$ cat src/design/fscl_pkg.sv
// ----------------------------------------------------------------------------
// fscl_pkg: shared types and constants of the serial configuration loader
// Item codes, status codes, register indexes and the command word that
// travels from the front part to the back part.
// ----------------------------------------------------------------------------
package fscl_pkg;

  // field widths fixed by the item format
  localparam int unsigned LimitWidth   = 16;
  localparam int unsigned ByteWidth    = 8;
  localparam int unsigned BitIdxWidth  = $clog2(ByteWidth);

  // defaults for the top level parameters
  localparam int unsigned CountWidthDef = 16;
  localparam int unsigned QueueDepthDef = 2;

  // reset values of the limit registers
  localparam logic [LimitWidth-1:0] InitLimitReset = LimitWidth'(10000);
  localparam logic [LimitWidth-1:0] DoneLimitReset = LimitWidth'(1000);

  // configuration register indexes
  localparam logic RegInitLimit = 1'b0;
  localparam logic RegDoneLimit = 1'b1;

  typedef enum logic [1:0] {
    ACT_START = 2'd0,
    ACT_POLL  = 2'd1,
    ACT_DATA  = 2'd2,
    ACT_END   = 2'd3
  } action_e;

  typedef enum logic [2:0] {
    ST_WORKING       = 3'd0,
    ST_DONE          = 3'd1,
    ST_INIT_NOT_LOW  = 3'd2,
    ST_INIT_NOT_HIGH = 3'd3,
    ST_CONFIG_ERROR  = 3'd4,
    ST_DONE_TIMEOUT  = 3'd5,
    ST_IGNORED       = 3'd6
  } status_e;

  // one queued command: either a single result or a byte to shift out
  typedef struct packed {
    logic                 is_byte;
    logic                 prog;
    logic                 data;
    logic                 clk;
    status_e              status;
    logic [ByteWidth-1:0] byte_val;
  } cmd_t;

endpackage

$ cat src/design/fscl_front.sv
// ----------------------------------------------------------------------------
// fscl_front: sequence state and item classification
// Holds the configuration phase, poll counter, pin levels and limit
// registers; turns each accepted item into one command for the back part.
// ----------------------------------------------------------------------------
module fscl_front import fscl_pkg::*; #(
  parameter int unsigned CountWidth = CountWidthDef
) (
  input  logic                  clk_i,
  input  logic                  rst_ni,
  // configuration writes
  input  logic                  cfg_we_i,
  input  logic                  cfg_index_i,
  input  logic [LimitWidth-1:0] cfg_data_i,
  // accepted item
  input  logic                  item_vld_i,
  input  action_e               action_i,
  input  logic [ByteWidth-1:0]  data_byte_i,
  input  logic                  done_pin_i,
  input  logic                  init_pin_i,
  // command toward the queue
  output cmd_t                  cmd_o
);

  localparam int unsigned CmpWidth = (CountWidth > LimitWidth) ? CountWidth : LimitWidth;

  typedef enum logic [2:0] {
    PH_IDLE       = 3'd0,
    PH_CHECK_INIT = 3'd1,
    PH_WAIT_INIT  = 3'd2,
    PH_LOADING    = 3'd3,
    PH_WAIT_DONE  = 3'd4,
    PH_FINISHED   = 3'd5,
    PH_FAILED     = 3'd6
  } phase_e;

  phase_e                phase_q, phase_d;
  logic [CountWidth-1:0] count_q, count_d;
  logic                  prog_q, prog_d;
  logic                  data_q, data_d;
  logic [LimitWidth-1:0] init_limit_q, done_limit_q;

  logic [CountWidth-1:0] count_inc;
  logic [CountWidth-1:0] done_src;
  logic                  init_over;
  logic                  done_over;
  status_e               status;
  logic                  clk_pulse;
  logic                  is_byte;

  // saturating increment and timeout compares
  assign count_inc = (count_q == '1) ? count_q : count_q + CountWidth'(1);
  assign init_over = CmpWidth'(count_q) > CmpWidth'(init_limit_q);
  // an end item starts the done wait with a cleared count
  assign done_src  = (action_i == ACT_END) ? '0 : count_q;
  assign done_over = CmpWidth'(done_src) > CmpWidth'(done_limit_q);

  // next state and command
  always_comb begin
    phase_d   = phase_q;
    count_d   = count_q;
    prog_d    = prog_q;
    data_d    = data_q;
    status    = ST_IGNORED;
    clk_pulse = 1'b0;
    is_byte   = 1'b0;
    unique case (action_i)
      ACT_START: begin
        prog_d  = 1'b0;
        count_d = '0;
        phase_d = PH_CHECK_INIT;
        status  = ST_WORKING;
      end
      ACT_POLL: begin
        if (phase_q == PH_CHECK_INIT) begin
          if (init_pin_i) begin
            phase_d = PH_FAILED;
            status  = ST_INIT_NOT_LOW;
          end else begin
            prog_d  = 1'b1;
            count_d = '0;
            phase_d = PH_WAIT_INIT;
            status  = ST_WORKING;
          end
        end else if (phase_q == PH_WAIT_INIT) begin
          status = ST_WORKING;
          if (init_pin_i) begin
            phase_d = PH_LOADING;
          end else if (init_over) begin
            phase_d = PH_FAILED;
            status  = ST_INIT_NOT_HIGH;
          end else begin
            count_d = count_inc;
          end
        end else if (phase_q == PH_WAIT_DONE) begin
          if (done_pin_i) begin
            phase_d = PH_FINISHED;
            status  = ST_DONE;
          end else if (done_over) begin
            phase_d = PH_FAILED;
            status  = ST_DONE_TIMEOUT;
          end else begin
            count_d   = count_inc;
            status    = ST_WORKING;
            clk_pulse = 1'b1;
          end
        end
      end
      ACT_DATA: begin
        if (phase_q == PH_LOADING) begin
          if (!done_pin_i && !init_pin_i) begin
            phase_d = PH_FAILED;
            status  = ST_CONFIG_ERROR;
          end else begin
            is_byte   = 1'b1;
            status    = ST_WORKING;
            clk_pulse = 1'b1;
            data_d    = data_byte_i[ByteWidth-1];
          end
        end
      end
      ACT_END: begin
        if (phase_q == PH_LOADING) begin
          if (done_pin_i) begin
            phase_d = PH_FINISHED;
            count_d = '0;
            status  = ST_DONE;
          end else if (done_over) begin
            phase_d = PH_FAILED;
            count_d = '0;
            status  = ST_DONE_TIMEOUT;
          end else begin
            phase_d   = PH_WAIT_DONE;
            count_d   = CountWidth'(1);
            status    = ST_WORKING;
            clk_pulse = 1'b1;
          end
        end
      end
      default: begin
        status = ST_IGNORED;
      end
    endcase
  end

  // command word
  always_comb begin
    cmd_o.is_byte  = is_byte;
    cmd_o.prog     = prog_d;
    cmd_o.data     = data_q;
    cmd_o.clk      = clk_pulse;
    cmd_o.status   = status;
    cmd_o.byte_val = data_byte_i;
  end

  // state, pin levels and limit registers
  always_ff @(posedge clk_i or negedge rst_ni) begin
    if (!rst_ni) begin
      phase_q      <= PH_IDLE;
      count_q      <= '0;
      prog_q       <= 1'b1;
      data_q       <= 1'b0;
      init_limit_q <= InitLimitReset;
      done_limit_q <= DoneLimitReset;
    end else begin
      if (item_vld_i) begin
        phase_q <= phase_d;
        count_q <= count_d;
        prog_q  <= prog_d;
        data_q  <= data_d;
      end
      if (cfg_we_i) begin
        if (cfg_index_i == RegInitLimit) begin
          init_limit_q <= cfg_data_i;
        end
        if (cfg_index_i == RegDoneLimit) begin
          done_limit_q <= cfg_data_i;
        end
      end
    end
  end

endmodule

$ cat src/design/fscl_queue.sv
// ----------------------------------------------------------------------------
// fscl_queue: command queue between front and back
// Small first-in first-out buffer of command words with full and empty flags.
// ----------------------------------------------------------------------------
module fscl_queue import fscl_pkg::*; #(
  parameter int unsigned Depth = QueueDepthDef
) (
  input  logic clk_i,
  input  logic rst_ni,
  input  logic wr_i,
  input  cmd_t wr_cmd_i,
  output logic full_o,
  input  logic rd_i,
  output cmd_t rd_cmd_o,
  output logic empty_o
);

  localparam int unsigned PtrWidth = $clog2(Depth);
  localparam int unsigned CntWidth = $clog2(Depth + 1);

  cmd_t                mem_q [Depth];
  logic [PtrWidth-1:0] wr_ptr_q, rd_ptr_q;
  logic [CntWidth-1:0] cnt_q;
  logic                do_wr, do_rd;

  assign full_o   = (cnt_q == CntWidth'(Depth));
  assign empty_o  = (cnt_q == '0);
  assign do_wr    = wr_i && !full_o;
  assign do_rd    = rd_i && !empty_o;
  assign rd_cmd_o = mem_q[rd_ptr_q];

  // storage
  always_ff @(posedge clk_i) begin
    if (do_wr) begin
      mem_q[wr_ptr_q] <= wr_cmd_i;
    end
  end

  // pointers and fill count
  always_ff @(posedge clk_i or negedge rst_ni) begin
    if (!rst_ni) begin
      wr_ptr_q <= '0;
      rd_ptr_q <= '0;
      cnt_q    <= '0;
    end else begin
      if (do_wr) begin
        wr_ptr_q <= (wr_ptr_q == PtrWidth'(Depth - 1)) ? '0 : wr_ptr_q + PtrWidth'(1);
      end
      if (do_rd) begin
        rd_ptr_q <= (rd_ptr_q == PtrWidth'(Depth - 1)) ? '0 : rd_ptr_q + PtrWidth'(1);
      end
      if (do_wr && !do_rd) begin
        cnt_q <= cnt_q + CntWidth'(1);
      end else if (do_rd && !do_wr) begin
        cnt_q <= cnt_q - CntWidth'(1);
      end
    end
  end

endmodule

$ cat src/design/fscl_back.sv
// ----------------------------------------------------------------------------
// fscl_back: result generation
// Takes queued commands, shifts data bytes out LSB first one bit per cycle
// while pop allows, and holds each result in an output register until popped.
// ----------------------------------------------------------------------------
module fscl_back import fscl_pkg::*; (
  input  logic    clk_i,
  input  logic    rst_ni,
  // queue head
  input  cmd_t    cmd_i,
  input  logic    cmd_empty_i,
  output logic    cmd_rd_o,
  // result side
  input  logic    pop_i,
  output logic    empty_o,
  output logic    prog_level_o,
  output logic    data_bit_o,
  output logic    clock_pulse_o,
  output status_e status_o,
  output logic    last_of_run_o
);

  logic [BitIdxWidth-1:0] bit_q;
  logic                   out_vld_q;
  logic                   prog_q, data_q, clk_q, last_q;
  status_e                status_q;
  logic                   load;
  logic                   is_last;

  // a new result enters when the output register is free or being drained
  assign load    = !cmd_empty_i && (!out_vld_q || pop_i);
  assign is_last = !cmd_i.is_byte || (bit_q == BitIdxWidth'(ByteWidth - 1));
  assign cmd_rd_o = load && is_last;

  assign empty_o       = !out_vld_q;
  assign prog_level_o  = prog_q;
  assign data_bit_o    = data_q;
  assign clock_pulse_o = clk_q;
  assign status_o      = status_q;
  assign last_of_run_o = last_q;

  // bit counter and output valid
  always_ff @(posedge clk_i or negedge rst_ni) begin
    if (!rst_ni) begin
      bit_q     <= '0;
      out_vld_q <= 1'b0;
    end else begin
      if (load) begin
        out_vld_q <= 1'b1;
        bit_q     <= is_last ? '0 : bit_q + BitIdxWidth'(1);
      end else if (pop_i) begin
        out_vld_q <= 1'b0;
      end
    end
  end

  // result payload
  always_ff @(posedge clk_i) begin
    if (load) begin
      prog_q   <= cmd_i.prog;
      data_q   <= cmd_i.is_byte ? cmd_i.byte_val[bit_q] : cmd_i.data;
      clk_q    <= cmd_i.clk;
      status_q <= cmd_i.status;
      last_q   <= is_last;
    end
  end

endmodule

$ cat src/design/fpga_serial_config_loader.sv
// ----------------------------------------------------------------------------
// fpga_serial_config_loader: slave-serial configuration sequencer
// Drives the program, data and clock pins of a device under configuration
// and reports the progress of the sequence as a stream of results.
// ----------------------------------------------------------------------------
// Every item is taken while full is low and gives one result, except an
// accepted data byte, which gives eight results, one per bit, LSB first. The
// result side delivers one result per cycle while pop is high, and the back
// part shifts each data byte out bit by bit; other items go at one per cycle
// unless full or pop holds them. A short command queue sits between the part
// that tracks the sequence and the part that shifts bits out, and full stays
// high while that queue holds QueueDepth commands. Limit registers may be
// written at any time the block is idle; the write port is always ready.
module fpga_serial_config_loader import fscl_pkg::*; #(
  parameter int unsigned CountWidth = CountWidthDef,
  parameter int unsigned QueueDepth = QueueDepthDef
) (
  input  logic                  clk_i,
  input  logic                  rst_ni,
  // item input
  input  logic                  push,
  output logic                  full,
  input  logic [1:0]            action_i,
  input  logic [ByteWidth-1:0]  data_byte_i,
  input  logic                  done_pin_i,
  input  logic                  init_pin_i,
  // result output
  output logic                  empty,
  input  logic                  pop,
  output logic                  prog_level_o,
  output logic                  data_bit_o,
  output logic                  clock_pulse_o,
  output logic [2:0]            status_o,
  output logic                  last_of_run_o,
  // configuration write
  input  logic                  cfg_valid_i,
  output logic                  cfg_ready_o,
  input  logic                  cfg_index_i,
  input  logic [LimitWidth-1:0] cfg_data_i
);

  cmd_t    front_cmd;
  cmd_t    head_cmd;
  logic    q_full;
  logic    q_empty;
  logic    q_rd;
  logic    item_vld;
  status_e status;

  assign item_vld    = push && !q_full;
  assign full        = q_full;
  assign cfg_ready_o = 1'b1;
  assign status_o    = status;

  // sequence tracking
  fscl_front #(
    .CountWidth (CountWidth)
  ) u_front (
    .clk_i       (clk_i),
    .rst_ni      (rst_ni),
    .cfg_we_i    (cfg_valid_i),
    .cfg_index_i (cfg_index_i),
    .cfg_data_i  (cfg_data_i),
    .item_vld_i  (item_vld),
    .action_i    (action_e'(action_i)),
    .data_byte_i (data_byte_i),
    .done_pin_i  (done_pin_i),
    .init_pin_i  (init_pin_i),
    .cmd_o       (front_cmd)
  );

  // command queue
  fscl_queue #(
    .Depth (QueueDepth)
  ) u_queue (
    .clk_i    (clk_i),
    .rst_ni   (rst_ni),
    .wr_i     (push),
    .wr_cmd_i (front_cmd),
    .full_o   (q_full),
    .rd_i     (q_rd),
    .rd_cmd_o (head_cmd),
    .empty_o  (q_empty)
  );

  // bit shifting and result register
  fscl_back u_back (
    .clk_i         (clk_i),
    .rst_ni        (rst_ni),
    .cmd_i         (head_cmd),
    .cmd_empty_i   (q_empty),
    .cmd_rd_o      (q_rd),
    .pop_i         (pop),
    .empty_o       (empty),
    .prog_level_o  (prog_level_o),
    .data_bit_o    (data_bit_o),
    .clock_pulse_o (clock_pulse_o),
    .status_o      (status),
    .last_of_run_o (last_of_run_o)
  );

endmodule

$ cat config.mk
export PLATFORM = sky130hd
export DESIGN_NAME = fpga_serial_config_loader
export DESIGN_NICKNAME = d
export VERILOG_FILES = /design/src/design/fscl_pkg.sv /design/src/design/fscl_front.sv /design/src/design/fscl_queue.sv /design/src/design/fscl_back.sv /design/src/design/fpga_serial_config_loader.sv
export SDC_FILE = /design/constraint.sdc
export NUM_CORES = 1
export LEC_CHECK = 0
export BUFFER_PORTS_ARGS = -buffer_cell sky130_fd_sc_hd__buf_4
export CAP_MARGIN = 10
export CELL_PAD_IN_SITES_DETAIL_PLACEMENT = 1
export CELL_PAD_IN_SITES_GLOBAL_PLACEMENT = 1
export CORE_ASPECT_RATIO = 0.5
export CORE_MARGIN = 2
export CORE_UTILIZATION = 40
export DETAILED_ROUTE_END_ITERATION = 10
export PLACE_DENSITY_LB_ADDON = 0.1
export REMOVE_ABC_BUFFERS = 1
export SLEW_MARGIN = 5
export SYNTH_ARGS = -nofsm -noshare
export SYNTH_HDL_FRONTEND = slang
export SYNTH_HIERARCHICAL = 1
export SYNTH_SLANG_ARGS = --single-unit
$ cat constraint.sdc
create_clock -name clk_i -period 2.8 [get_ports clk_i]
set_input_delay 0.56 -clock clk_i [delete_from_list [all_inputs] [get_ports clk_i]]
set_output_delay 0.56 -clock clk_i [all_outputs]
set_load 0.05 [all_outputs]
**Word level (Yosys, flattened, before mapping)**

Memories as Yosys holds them, arrays and structs flattened.
Cells that the tools add are included.

- Reductions and logical operators: 27
- Multiplexer cells: 65
- Bitwise gates (word level): 2
- $lt $le $gt $ge: 3
- Eq/ne operators: 21
- $add $sub $neg: 6

Operators by type and width:

| operator | number |
|---|---|
| 16-bit 2-to-1 mux | 12 |
| 3-bit 2-to-1 mux | 22 |
| 16-bit one-hot mux with 3 select lines | 1 |
| 16-bit greater-than comparator | 2 |
| 3-bit one-hot mux with 4 select lines | 2 |
| 1-bit 2-to-1 mux | 20 |
| 16-bit by 1-bit adder with 16-bit output, second input constant | 1 |
| 16-bit equality test, second input constant | 1 |
| 2-bit 2-to-1 mux | 5 |
| 9-bit AND reduction | 1 |
| 1-bit zero test | 8 |
| 4-bit != test, second input constant | 2 |
| 1-bit logical AND | 7 |
| 7-bit AND reduction | 1 |
| 2-bit equality test, second input constant | 3 |
| 3-bit by 2-bit equality test with 1-bit output, second input constant | 2 |
| 3-bit equality test, second input constant | 2 |
| 3-bit != test, second input constant | 2 |
| 5-bit by 2-bit != test with 1-bit output, second input constant | 1 |
| 5-bit by 3-bit != test with 1-bit output, second input constant | 1 |
| 2-bit zero test | 2 |
| 3-bit by 4-bit < comparator with 1-bit output, second input constant | 1 |
| 2-bit by 1-bit != test with 1-bit output, second input constant | 2 |
| 4-bit by 1-bit != test with 1-bit output, second input constant | 1 |
| 17 further kinds | 22 |

- RAM bits: 30
- Flip-flop bits (word level): 68
- Word-level logic and storage cells: 141
- Memories kept: 1
- Output and inout port bits: 10

Memories:

| name | depth | width | rd ports | clocked after memory_dff | write ports | line | text |
|---|---|---|---|---|---|---|---|
| u_queue.mem_q | 2 | 15 | 1 | 0 | 1 | fscl_queue.sv:21 | `cmd_t mem_q [Depth];` |

**Logic depth before layout (Yosys ltp)**

Gate-level depths: netlist (run 1).

- Word-level depth: 9
- Gate-level depth with buffers: 13

**Cells and area by module**

Netlist (run 1), hierarchy kept.

By module, submodules not included:

| module | cells each | area an instance (µm²) | instances |
|---|---|---|---|
| fscl_front | 449 | 3928.8 | 1 |
| fscl_queue | 66 | 1331.3 | 1 |
| fscl_back | 36 | 506.7 | 1 |
| fpga_serial_config_loader | 3 | 25.0 | 1 |

**Least setup slack after synthesis (run 1)**

OpenSTA, ideal clock, no wires.

- Kind: input port to flip-flop
- Start: input action_i[0]
- End: register u_front.phase_q[0]
- Data required time: 2675 ps
- Path slack: -616 ps
- Cell stages on the path: 12
- Arrival time: 3291 ps
- Path buffers: 2
- Cells stage by stage: ha_1 clkbuf_1 clkbuf_1 nor2b_1 ha_1 nand4_1 nor4_1 a21bo_2 nand3_1 nand3_1 a31oi_4 mux2_4

- Word-level cells in the longest chain between the ends: 5

RTL lines:

| element | line | text |
|---|---|---|
| start: declaration | fpga_serial_config_loader.sv:23 | `input logic [1:0] action_i,` |
| 2-bit equality test | fscl_front.sv:55, fscl_front.sv:67 |  |
| 16-bit 2-to-1 mux | fscl_front.sv:55 | `assign done_src = (action_i == ACT_END) ? '0 : count_q;` |
| 16-bit greater-than comparator | fscl_front.sv:56 | `assign done_over = CmpWidth'(done_src) > CmpWidth'(done_limit_q);` |
| 5-bit by 2-bit != test with 1-bit output (no source line) | - |  |
| 7-bit AND reduction (no source line) | - |  |
| end signal: assignment | fscl_front.sv:167 | `phase_q <= phase_d;` |
| end: declaration | fscl_front.sv:37 | `phase_e phase_q, phase_d;` |

Several ways; a longest one is shown, not always the timed one.
A chain may end at the register's enable or synchronous reset.

**Worst setup path in the final report (run 1)**

- Start: register u_front.init_limit_q[10]
- End: register u_front.phase_q[2]

- Word-level cells in the longest chain between the ends: 3

RTL lines:

| element | line | text |
|---|---|---|
| start: declaration | fscl_front.sv:41 | `logic [LimitWidth-1:0] init_limit_q, done_limit_q;` |
| start signal: assignment | fscl_front.sv:163 | `init_limit_q <= InitLimitReset;` |
| start signal: assignment | fscl_front.sv:174 | `init_limit_q <= cfg_data_i;` |
| 16-bit greater-than comparator | fscl_front.sv:53 | `assign init_over = CmpWidth'(count_q) > CmpWidth'(init_limit_q);` |
| 5-bit by 3-bit != test with 1-bit output (no source line) | - |  |
| 7-bit AND reduction (no source line) | - |  |

Every way passes these cells.

==> results of run 1 <==
[kinds of logic after synthesis]
logic type	count (synthesis)	synth area share, %
buf+inv	84	6.96
simple gates	177	16.0
fa+ha+maj	41	8.86
xor+xnor	5	0.756
flops	98	45.8
compound gates	99	11.3
other cells	1	0.0647
mux	49	10.3
[repair_timing]
action / 4_1_cts / 5_1_grt
gates resized for setup: 15 / 17
pin swaps: 6 / 7
hold endpoints to repair: 0 / 0
endpoints found under the setup margin: 27 / 27
buffers inserted: 4 / 3
[power groups by stage]
stage	clock (µW)	combinational, µW	sequential, µW
2_1_floorplan	0	1040	2290
3_3_place_gp	0	1850	2090
3_5_place_dp	0	1890	2110
4_1_cts	1310	1920	2080
5_1_grt	1370	2140	2120
6_report	1280	1940	2080
[state kept, by name, indices dropped and copies added (netlist names)]
register              count
u_queue/wr_ptr_q          1
u_back/prog_level_o       1
u_front/init_limit_q     16
u_front/prog_q            1
u_front/count_q          16
u_back/clock_pulse_o      1
u_queue/rd_ptr_q          1
u_front/done_limit_q     16
u_front/data_q            1
u_queue/mem_q            30
u_back/out_vld_q          1
u_back/last_of_run_o      1
u_queue/cnt_q             2
u_back/status_o           3
u_back/bit_q              3
u_back/data_bit_o         1
u_front/phase_q           3
[layout make-up]
class                   count  share of cell area, %
inverters                  49                   2.58
clock buffers              10                   3.35
multi-input cells         372                   40.6
repair buffers            109                   12.1
well taps                 198                   3.47
clock inverters             6                  0.754
flip-flops and latches     98                   37.2
[worst max-delay path: cells and delay by family (launching register included)]
kind	cells	cell delay, ns
buf+inv	1	0.04
flops	1	0.53
fa+ha+maj	1	0.26
simple gates	3	0.79
compound gates	3	0.77
mux	1	0.32
[cells in the mapped netlist (all sizes together), types with 5 or more instances]
library cell   n  area (µm²)
nand2         57         214
ha            41         513
mux2i         11         110
inv           49         184
nand4          7        50.1
edfxtp        37        1110
a32oi          5        43.8
a21oi         20         104
o22a           5        43.8
clkbuf        12        45.0
nor2b         22         145
dfrtp         49        1230
buf           23         174
nor2          28         105
mux2          37         462
nand3         11        55.1
nor4           7        43.8
and3           9        56.3
nor3           9        55.1
o21ai         36         180
a22oi          5        37.5
dfstp         12         315
[metal layers]
metal  vias up  share of wire [%]
met2        65                 45
li1       2127                  -
met5         -                  0
met1      2151                 50
met4         0                1.4
met3        21                2.6
[through the flow]
stage | hold WS (ns) | worst slack [ns] | power (µW) | util, %
floorplan | 0.264 | -0.371 | 3340 | -
global placement | 0.445 | -0.582 | 3950 | 46.2
detailed placement | 0.452 | -0.652 | 4000 | 46.2
CTS | 0.348 | 0.00209 | 5310 | 49.1
global route | 0.376 | -0.140 | 5630 | 49.8
finish | 0.315 | -0.0133 | 5290 | 49.8
[how the worst max path moves through the flow]
stage | slack (ns) | cells after the start | endpoint | start
5_1_grt | -0.14 | 12 | u_front/count_q[3] | u_front/count_q[12]
2_1_floorplan | -0.37 | 10 | u_front/count_q[8] | action_i[0]
3_5_place_dp | -0.65 | 12 | u_front/phase_q[2] | action_i[0]
3_3_place_gp | -0.58 | 12 | u_front/phase_q[1] | action_i[0]
6_report | -0.01 | 9 | u_front/phase_q[2] | u_front/init_limit_q[10]
4_1_cts | 0.002 | 9 | u_front/phase_q[2] | u_front/init_limit_q[8]
==> impl_metrics.yaml, run 1 <==
sta:
  period_share_pct: 100
  max_freq_mhz: 355
  skew_ns: 0.00849
  maxSlewViolCount: 0
  finalSetupTns_ns: -0.0318
  rsz0062_at_grt: "true"
  setup_violations: 3
  final_hold_viol_count: 0
  slew_headroom_pct: 42.8
  tightest_slew_ns: 0.858
  finalCriticalPeriod_ns: 2.81
  fin_ws_ns: -0.0133
power_and_ir_drop:
  p_comb_share_pct: 36.6
  p_leak_uw: 0.00320
  ir_drop_mv: 0.279
  p_sw_uw: 1890
  clkPwrFrac_pct: 24.1
  p_sw_share_pct: 35.7
  intPower_uw: 3400
  powerDensity_mw_per_mm2: 742
  pwr-share-seq_pct: 39.2
routing:
  drc_errors: 0
  vias_per_cell: 5.18
  drtAntennaViolNets: 0
  drt-total-wl_mm: 14.7
  num_vias: 4364
  post_drt_wl_per_cell_um: 17.5
  drtPass1Iterations: 4
  drt_iter0_markers: 155
logic_synthesis:
  ys_types: 66
  syn_area_mm2: 0.00579
  synth_edf_count: 37
  yosys_warnings: 6
  syn_inst: 554
  synth_flop_cell: "dfrtp_1"
  async_reset_ff_share_pct: 62.2
  synth-seq-area-share_pct: 45.8
  avgSynthCellArea_um2: 10.5
  ys_ff_latch: 98
finish:
  antennaDiodeCount: 0
  nets: 714
  fillers: 1564
  layout_commonest_cell: "buf_4"
  drive_above_1_share_pct: 32.5
  finalNonFillerCells: 842
  multiInputGateArea_mm2: 0.00289
  finalInstanceArea_mm2: 0.00713
  ff_latch_area_mm2: 0.00265
  layout_common_cells: "104 x buf_4, 56 x nand2_1, 49 x dfrtp_1, 46 x inv_1"
  area_growth_pct: 23.2
clock_network:
  clkLatencyLatePin_ns: 0.36
  cts_buffer_depth: 2
  clockRootBuffer: "clkbuf_16"
  clkTransAtPathRegs_ns: 0.08
  hold_buffers: 0
  cts_tree: "yes"
  numCtsBuffers: 9
  cts.sinks: 98
  h-tree-depth: 3
min_path:
  hold_path_class: "input port to async pin"
job:
  cap_violations: 0
placed_design:
  placed_cells: 819
  port_buffers: 42
  place.gp.congestion: 0.799
  place_area_mm2: 0.00661
  dp_hpwl_mm: 10.6
floorplan:
  row_count: 31
  io-pin-count: 44
  core_area_mm2: 0.0143
  start_util_pct: 40.5
  fp.dieH_um: 89.1
  die_area_mm2: 0.0155
  dieWidth_um: 174
grt:
  grt_pass1_vias: 4487
  use_met2_pct: 32.9
  grt_pass1_wl_mm: 23.6
  grt_usage_pct: 19.8
  grt-busiest-layer: "met2"
  grt_max_degree: 62
  gr-total-overflow: 0
  grt_use_met3_pct: 3.74
  grt_antenna_before_repair: 0
  use_met1_pct: 27.1
critical_path:
  crit_chain: "inv_2 -> ha_4 -> nand4_1 -> or4_4 -> a21oi_4 -> nor3_2 -> a2111o_1 -> a31oi_4 -> mux2_4"
  cp.arrival_ns: 3.06
  reg2regPathDepth: 9
  timing.rr.start: "u_front/init_limit_q[10]"
  cp_slowest_stage_delay_ns: 0.57
  critPathKind: "flip-flop to flip-flop"
  slowest_stage: "or4_4"
  cp_max_fo: 3
  crit_path_end_kind: "flip-flop"
  startpoint_type: "flip-flop"
  crit_required_ns: 3.04
  r2r-end: "u_front/phase_q[2]"
  regToRegSetupSlack_ns: -0.01
outcome:
  violations: "setup timing"
  status: "complete, but fails checks"
No activity file was read; power rests on OpenSTA's default activity.
==> inputs of run 2 (changes only) <==
--- a/config.mk
+++ b/config.mk
@@ -5,6 +5,7 @@
 export SDC_FILE = /design/constraint.sdc
 export NUM_CORES = 1
 export LEC_CHECK = 0
+export ABC_AREA = 1
 export BUFFER_PORTS_ARGS = -buffer_cell sky130_fd_sc_hd__buf_4
 export CAP_MARGIN = 10
 export CELL_PAD_IN_SITES_DETAIL_PLACEMENT = 1
==> impl_metrics.yaml, run 2 <==
finish:
  antennaDiodeCount: 0
  largest_register_ffs: 30
  multiInputGateArea_mm2: 0.00242
  layout_common_cells: "221 x nand2_1, 122 x inv_1, 56 x nor2_1, 51 x buf_4, 51 x o21ai_0"
  nets: 835
  drive_above_1_share_pct: 12.4
  fillers: 1714
  area_growth_pct: 13.2
  max_flop_register: "u_queue/mem_q"
  finalInstanceArea_mm2: 0.00647
  ff_latch_area_mm2: 0.00265
  layout_commonest_cell: "nand2_1"
floorplan:
  start_util_pct: 41.6
  core_area_mm2: 0.0137
  die_area_mm2: 0.0153
  dieWidth_um: 173
  io-pin-count: 44
  fp.dieH_um: 88.5
  row_count: 30
routing:
  drtPass1Iterations: 4
  drt-total-wl_mm: 13.6
  drt_iter0_markers: 185
  num_vias: 4648
  drtAntennaViolNets: 0
  vias_per_cell: 4.86
  drc_errors: 0
  post_drt_wl_per_cell_um: 14.2
placed_design:
  place.gp.congestion: 0.824
  port_buffers: 42
  dp_hpwl_mm: 10.1
  place_area_mm2: 0.00619
clock_network:
  cts_tree: "yes"
  post_cts_buffers: 0
  clkTransAtPathRegs_ns: 0.07
  cts_resized: 0
  hold_buffers: 0
  clockRootBuffer: "clkbuf_16"
  clkLatencyLatePin_ns: 0.35
  numCtsBuffers: 9
  cts_buffer_depth: 2
  cts.sinks: 98
  h-tree-depth: 3
grt:
  grt_pass1_vias: 4733
  grt_pass1_wl_mm: 23.1
  grt_max_degree: 62
  grt_antenna_before_repair: 0
  grt_usage_pct: 19.1
  gr-total-overflow: 0
power_and_ir_drop:
  p_leak_uw: 0.00327
  p_sw_uw: 1840
  pwr-share-seq_pct: 42.6
  clkPwrFrac_pct: 25.1
  p_comb_share_pct: 32.3
  ir_drop_mv: 0.306
  powerDensity_mw_per_mm2: 748
  intPower_uw: 3010
  p_sw_share_pct: 37.9
logic_synthesis:
  synth-seq-area-share_pct: 46.4
  async_reset_ff_share_pct: 62.2
  ys_ff_latch: 98
  syn_area_mm2: 0.00572
  syn_inst: 724
  synth_area_leaders: "dfrtp_1 21%, edfxtp_1 19%, nand2_1 15%, ha_1 9.0%, inv_1 8.0%"
  synthTopCellsByCount: "221 x nand2_1, 122 x inv_1, 56 x nor2_1"
  yosysTopAreaCellShare_pct: 21.4
  yosysTopAreaCell: "dfrtp_1"
  synth_edf_count: 37
  yosys_warnings: 6
  ys_types: 38
  avgSynthCellArea_um2: 7.90
  synth.most_common_cell: "nand2_1"
  synth_flop_cell: "dfrtp_1"
critical_path:
  regToRegSetupSlack_ns: 0.44
  crit_required_ns: 2.89
  cp.arrival_ns: 2.51
  cp_max_fo: 20
  r2r-end: "u_queue/mem_q[0][8]"
  critPathKind: "input port to flip-flop"
  reg2regPathDepth: 12
  timing.rr.start: "u_front/count_q[10]"
  crit_path_end_kind: "flip-flop"
  startpoint_type: "input port"
sta:
  maxSlewViolCount: 0
  final_hold_viol_count: 0
  period_share_pct: 86.2
  max_freq_mhz: 414
  finalSetupTns_ns: 0
  finalCriticalPeriod_ns: 2.41
  setup_violations: 0
  tightest_slew_ns: 1.03
  skew_ns: 0.00844
  slew_headroom_pct: 31.3
  rsz0062_at_grt: "false"
outcome:
  status: "finished clean"
job:
  cap_violations: 0
min_path:
  hold_path_class: "input port to async pin"
[run 2: cell count changes in the layout (fill, tap and decap cells not counted), moves of 11 or more]
cell and delta:
nand3_1 +17, mux2i_1 -11, o21ai_0 +19, mux2_2 -25, nor2_1 +29, buf_4 -53
nand2_1 +165, nor2b_1 -20, inv_1 +76, mux2_4 -12
[run 2: layout make-up]
cell class / count / share of cell area, %
flip-flops and latches: 98 / 41.0
repair buffers: 52 / 6.22
clock buffers: 9 / 3.48
multi-input cells: 473 / 37.4
inverters: 126 / 7.31
well taps: 192 / 3.71
clock inverters: 7 / 0.928
[run 2: cell families (layout without fill, tap and decap cells)]
group	count (synthesis)	in the layout	synth area share [%]
AO/OA/AOI/OAI	90	90	8.49
AND/OR/NAND/NOR	337	337	24.2
other	1	1	0.0656
flip-flops	98	98	46.4
buffers and inverters	153	194	11.3
XOR/XNOR	4	4	0.613
adder cells (fa/ha/maj)	41	41	8.97
[run 2: routing by layer]
layer  global-route usage (%)  vias up  wire (µm)
met5                        0        -          0
met4                     4.85        0        166
met3                     3.99       16        424
met2                     33.6       58       6370
met1                     24.5     2235       6600
li1                         -     2339          -
[run 2: power by group through the flow]
stage,sequential [µW],clock (µW),combinational (µW)
6_report,2060,1210,1570
3_5_place_dp,2090,0,1590
5_1_grt,2110,1320,1790
2_1_floorplan,2230,0,891
3_3_place_gp,2080,0,1540
4_1_cts,2070,1260,1600
[run 2: stage by stage]
stage / total power [µW] / cells / worst slack [ns] / utilization, % / hold slack [ns]
floorplan: 3120 / 697 / 0.196 / - / 0.264
global placement: 3630 / 941 / 0.127 / 45.0 / 0.453
detailed placement: 3690 / 941 / 0.0280 / 45.0 / 0.466
CTS: 4930 / 957 / 0.388 / 47.1 / 0.338
global route: 5220 / 957 / 0.142 / 47.1 / 0.370
finish: 4840 / 957 / 0.385 / 47.1 / 0.303
[run 2: critical path, cell delays in order]
cell and delay (ns):
buf_4 0.09, ha_1 0.19, buf_12 0.17, nor2_1 0.06, ha_1 0.30, nand4_1 0.11, nor3_1 0.23, nand3_1 0.20
nand2_1 0.16, nand2_1 0.13, nand2_1 0.09, nand2_1 0.05, nand2_1 0.07, a21oi_1 0.07
[run 2: how the worst max path moves through the flow]
| stage | end | depth (start not counted) | from |
|---|---|---|---|
| after floorplan | u_front/count_q[13] | 11 | action_i[0] |
| after global placement | u_queue/mem_q[0][8] | 14 | action_i[0] |
| after detailed placement | u_queue/mem_q[0][8] | 14 | action_i[0] |
| after CTS | u_queue/mem_q[0][8] | 14 | action_i[0] |
| after global routing | u_front/phase_q[2] | 21 | action_i[0] |
| final | u_queue/mem_q[0][8] | 14 | action_i[0] |
==> inputs of run 3 (changes only) <==
--- a/config.mk
+++ b/config.mk
@@ -6,7 +6,6 @@
 export NUM_CORES = 1
 export LEC_CHECK = 0
 export ABC_AREA = 1
-export BUFFER_PORTS_ARGS = -buffer_cell sky130_fd_sc_hd__buf_4
 export CAP_MARGIN = 10
 export CELL_PAD_IN_SITES_DETAIL_PLACEMENT = 1
 export CELL_PAD_IN_SITES_GLOBAL_PLACEMENT = 1
@@ -14,6 +13,7 @@
 export CORE_MARGIN = 2
 export CORE_UTILIZATION = 40
 export DETAILED_ROUTE_END_ITERATION = 10
+export DONT_BUFFER_PORTS = 1
 export PLACE_DENSITY_LB_ADDON = 0.1
 export REMOVE_ABC_BUFFERS = 1
 export SLEW_MARGIN = 5
==> constraint.sdc (replaced) <==
create_clock -name clk_i -period 2.1 [get_ports clk_i]
set_input_delay 0.42 -clock clk_i [delete_from_list [all_inputs] [get_ports clk_i]]
set_output_delay 0.42 -clock clk_i [all_outputs]
set_load 0.05 [all_outputs]
==> impl_metrics.yaml, run 3 (synthesized netlist as in run 2, its figures left out) <==
floorplan:
  io-pin-count: 44
  start_util_pct: 41.6
  row_count: 30
  core_area_mm2: 0.0137
  dieWidth_um: 173
  die_area_mm2: 0.0153
  fp.dieH_um: 88.5
critical_path:
  cp_max_fo: 8
  crit_path_end_kind: "flip-flop"
  slowest_stage: "dfrtp_1"
  critPathKind: "flip-flop to flip-flop"
  cp.arrival_ns: 2.50
  crit_chain: "ha_2 -> nand3_2 -> nor2_2 -> nand2_1 -> nor3_2 -> nand2_1 -> nor2_2 -> nand2_2 -> o21ai_4 -> nor2_4 -> clkbuf_16 -> nand2_1 -> nand2_1"
  cp_slowest_stage_delay_ns: 0.38
  crit_top_cell: "nand2_1"
  crit_required_ns: 2.34
  startpoint_type: "flip-flop"
finish:
  antennaDiodeCount: 0
  area_growth_pct: 24.3
  largest_register_ffs: 30
  fillers: 1652
  nets: 853
  max_flop_register: "u_queue/mem_q"
  layout_commonest_cell: "nand2_1"
  drive_above_1_share_pct: 25.0
  layout_common_cells: "180 x nand2_1, 115 x inv_1, 57 x buf_4, 48 x o21ai_0"
  post-route-util_pct: 51.7
sta:
  finalCriticalPeriod_ns: 2.26
  period_share_pct: 108
  maxSlewViolCount: 0
  tightest_slew_ns: 0.545
  setup_violations: 21
  final_hold_viol_count: 0
  fin_ws_ns: -0.164
  rsz0062_at_grt: "true"
  max_freq_mhz: 442
  skew_ns: 0.00782
  slew_headroom_pct: 63.3
placed_design:
  place.gp.congestion: 0.889
  port_buffers: 0
  place_ws_ns: -0.412
  dp_hpwl_mm: 10.3
routing:
  drtPass1Iterations: 6
  vias_per_cell: 4.86
  drt-total-wl_mm: 15.1
  drc_errors: 0
  post_drt_wl_per_cell_um: 15.5
  num_vias: 4740
  drtAntennaViolNets: 0
  drt_iter0_markers: 165
grt:
  grt_max_degree: 62
  gr-total-overflow: 0
  grt_pass1_vias: 4846
  grt_usage_pct: 19.9
  grt_antenna_before_repair: 0
  grt_pass1_wl_mm: 23.8
outcome:
  violations: "setup timing"
  status: "complete, but fails checks"
power_and_ir_drop:
  ir_drop_mv: 0.327
  powerDensity_mw_per_mm2: 935
  p_leak_uw: 0.00346
clock_network:
  cts_tree: "yes"
  clkTransAtPathRegs_ns: 0.07
  cts.sinks: 98
  clockRootBuffer: "clkbuf_16"
  clkLatencyLatePin_ns: 0.35
  h-tree-depth: 3
  numCtsBuffers: 9
  cts_buffer_depth: 2
job:
  cap_violations: 0
min_path:
  hold_path_class: "input port to flip-flop"
-- run 3: cell count changes in the layout (fill, tap and decap cells not counted), moves of 7 or more --
cell	change
nor2_1	-9
a21oi_1	-10
nand2_2	+35
ha_1	-7
inv_1	-7
nand2_1	-41
a21oi_2	+10
-- run 3: critical path: cells and delay by family, from the launching register on --
| kind | cells | cell delay [ns] |
|---|---|---|
| AO/OA/AOI/OAI | 1 | 0.24 |
| AND/OR/NAND/NOR | 10 | 1.12 |
| flip-flops | 1 | 0.38 |
| buffers and inverters | 1 | 0.18 |
| adder cells (fa/ha/maj) | 1 | 0.23 |
-- run 3: stage by stage --
stage	instance area, µm²	power [µW]	cells	hold slack, ns	TNS (ns)
6_report	7110	6650	975	0.164	-2.35
5_1_grt	7110	7120	975	0.144	-5.55
4_1_cts	6840	6660	967	0.151	-2.07
3_5_place_dp	6210	4860	942	0.126	-9.25
3_3_place_gp	6210	4780	942	0.127	-8.48
2_1_floorplan	5550	4160	697	0.124	-7.75
-- run 3: layout make-up --
type                            count  area [µm²]  area share (%)
Timing Repair Buffer               69         623            8.77
Clock inverter                      7        65.1           0.915
Multi-Input combinational cell    474        2820            39.6
Inverter                          126         483            6.79
Tap cell                          192         240            3.38
Clock buffer                        9         225            3.17
Sequential cell                    98        2660            37.4
-- run 3: per-layer routing --
metal  track usage [%]  routed length, µm  up-vias
met2              34.8               7220       67
met5                 0                  0        -
met4              5.39                235        0
li1                  -                  -     2381
met1              26.0               7150     2272
met3              3.61                484       20
-- run 3: power by group --
| group | switching [µW] | internal [µW] |
|---|---|---|
| clock | 789 | 827 |
| combinational | 1320 | 740 |
| sequential | 453 | 2510 |
| total | 2570 | 4080 |
-- run 3: final timing paths --
| path | startpoint | cells past startpoint | slack, ns | to |
|---|---|---|---|---|
| max reg2reg | u_front/count_q[1] | 13 | -0.16 | u_front/count_q[10] |
| max | u_front/count_q[1] | 13 | -0.16 | u_front/count_q[10] |
| min in group asynchronous | rst_ni | 2 | 0.62 | u_front/init_limit_q[6] |
| min | data_byte_i[3] | 0 | 0.16 | u_queue/mem_q[1][3] |
| min reg2reg | u_front/done_limit_q[12] | 2 | 0.49 | u_front/done_limit_q[12] |
| max in group asynchronous | rst_ni | 2 | 1.17 | u_front/init_limit_q[13] |
-- run 3: timing repair --
| action | CTS | global route |
|---|---|---|
| setup endpoints to repair | 27 | 27 |
| hold endpoints to repair | 61 | 0 |
| hold buffers | 2 | 0 |
| pin swaps | 30 | 25 |
| gates resized for setup | 68 | 50 |
| buffers inserted | 5 | 7 |
| gates cloned | 2 | 1 |
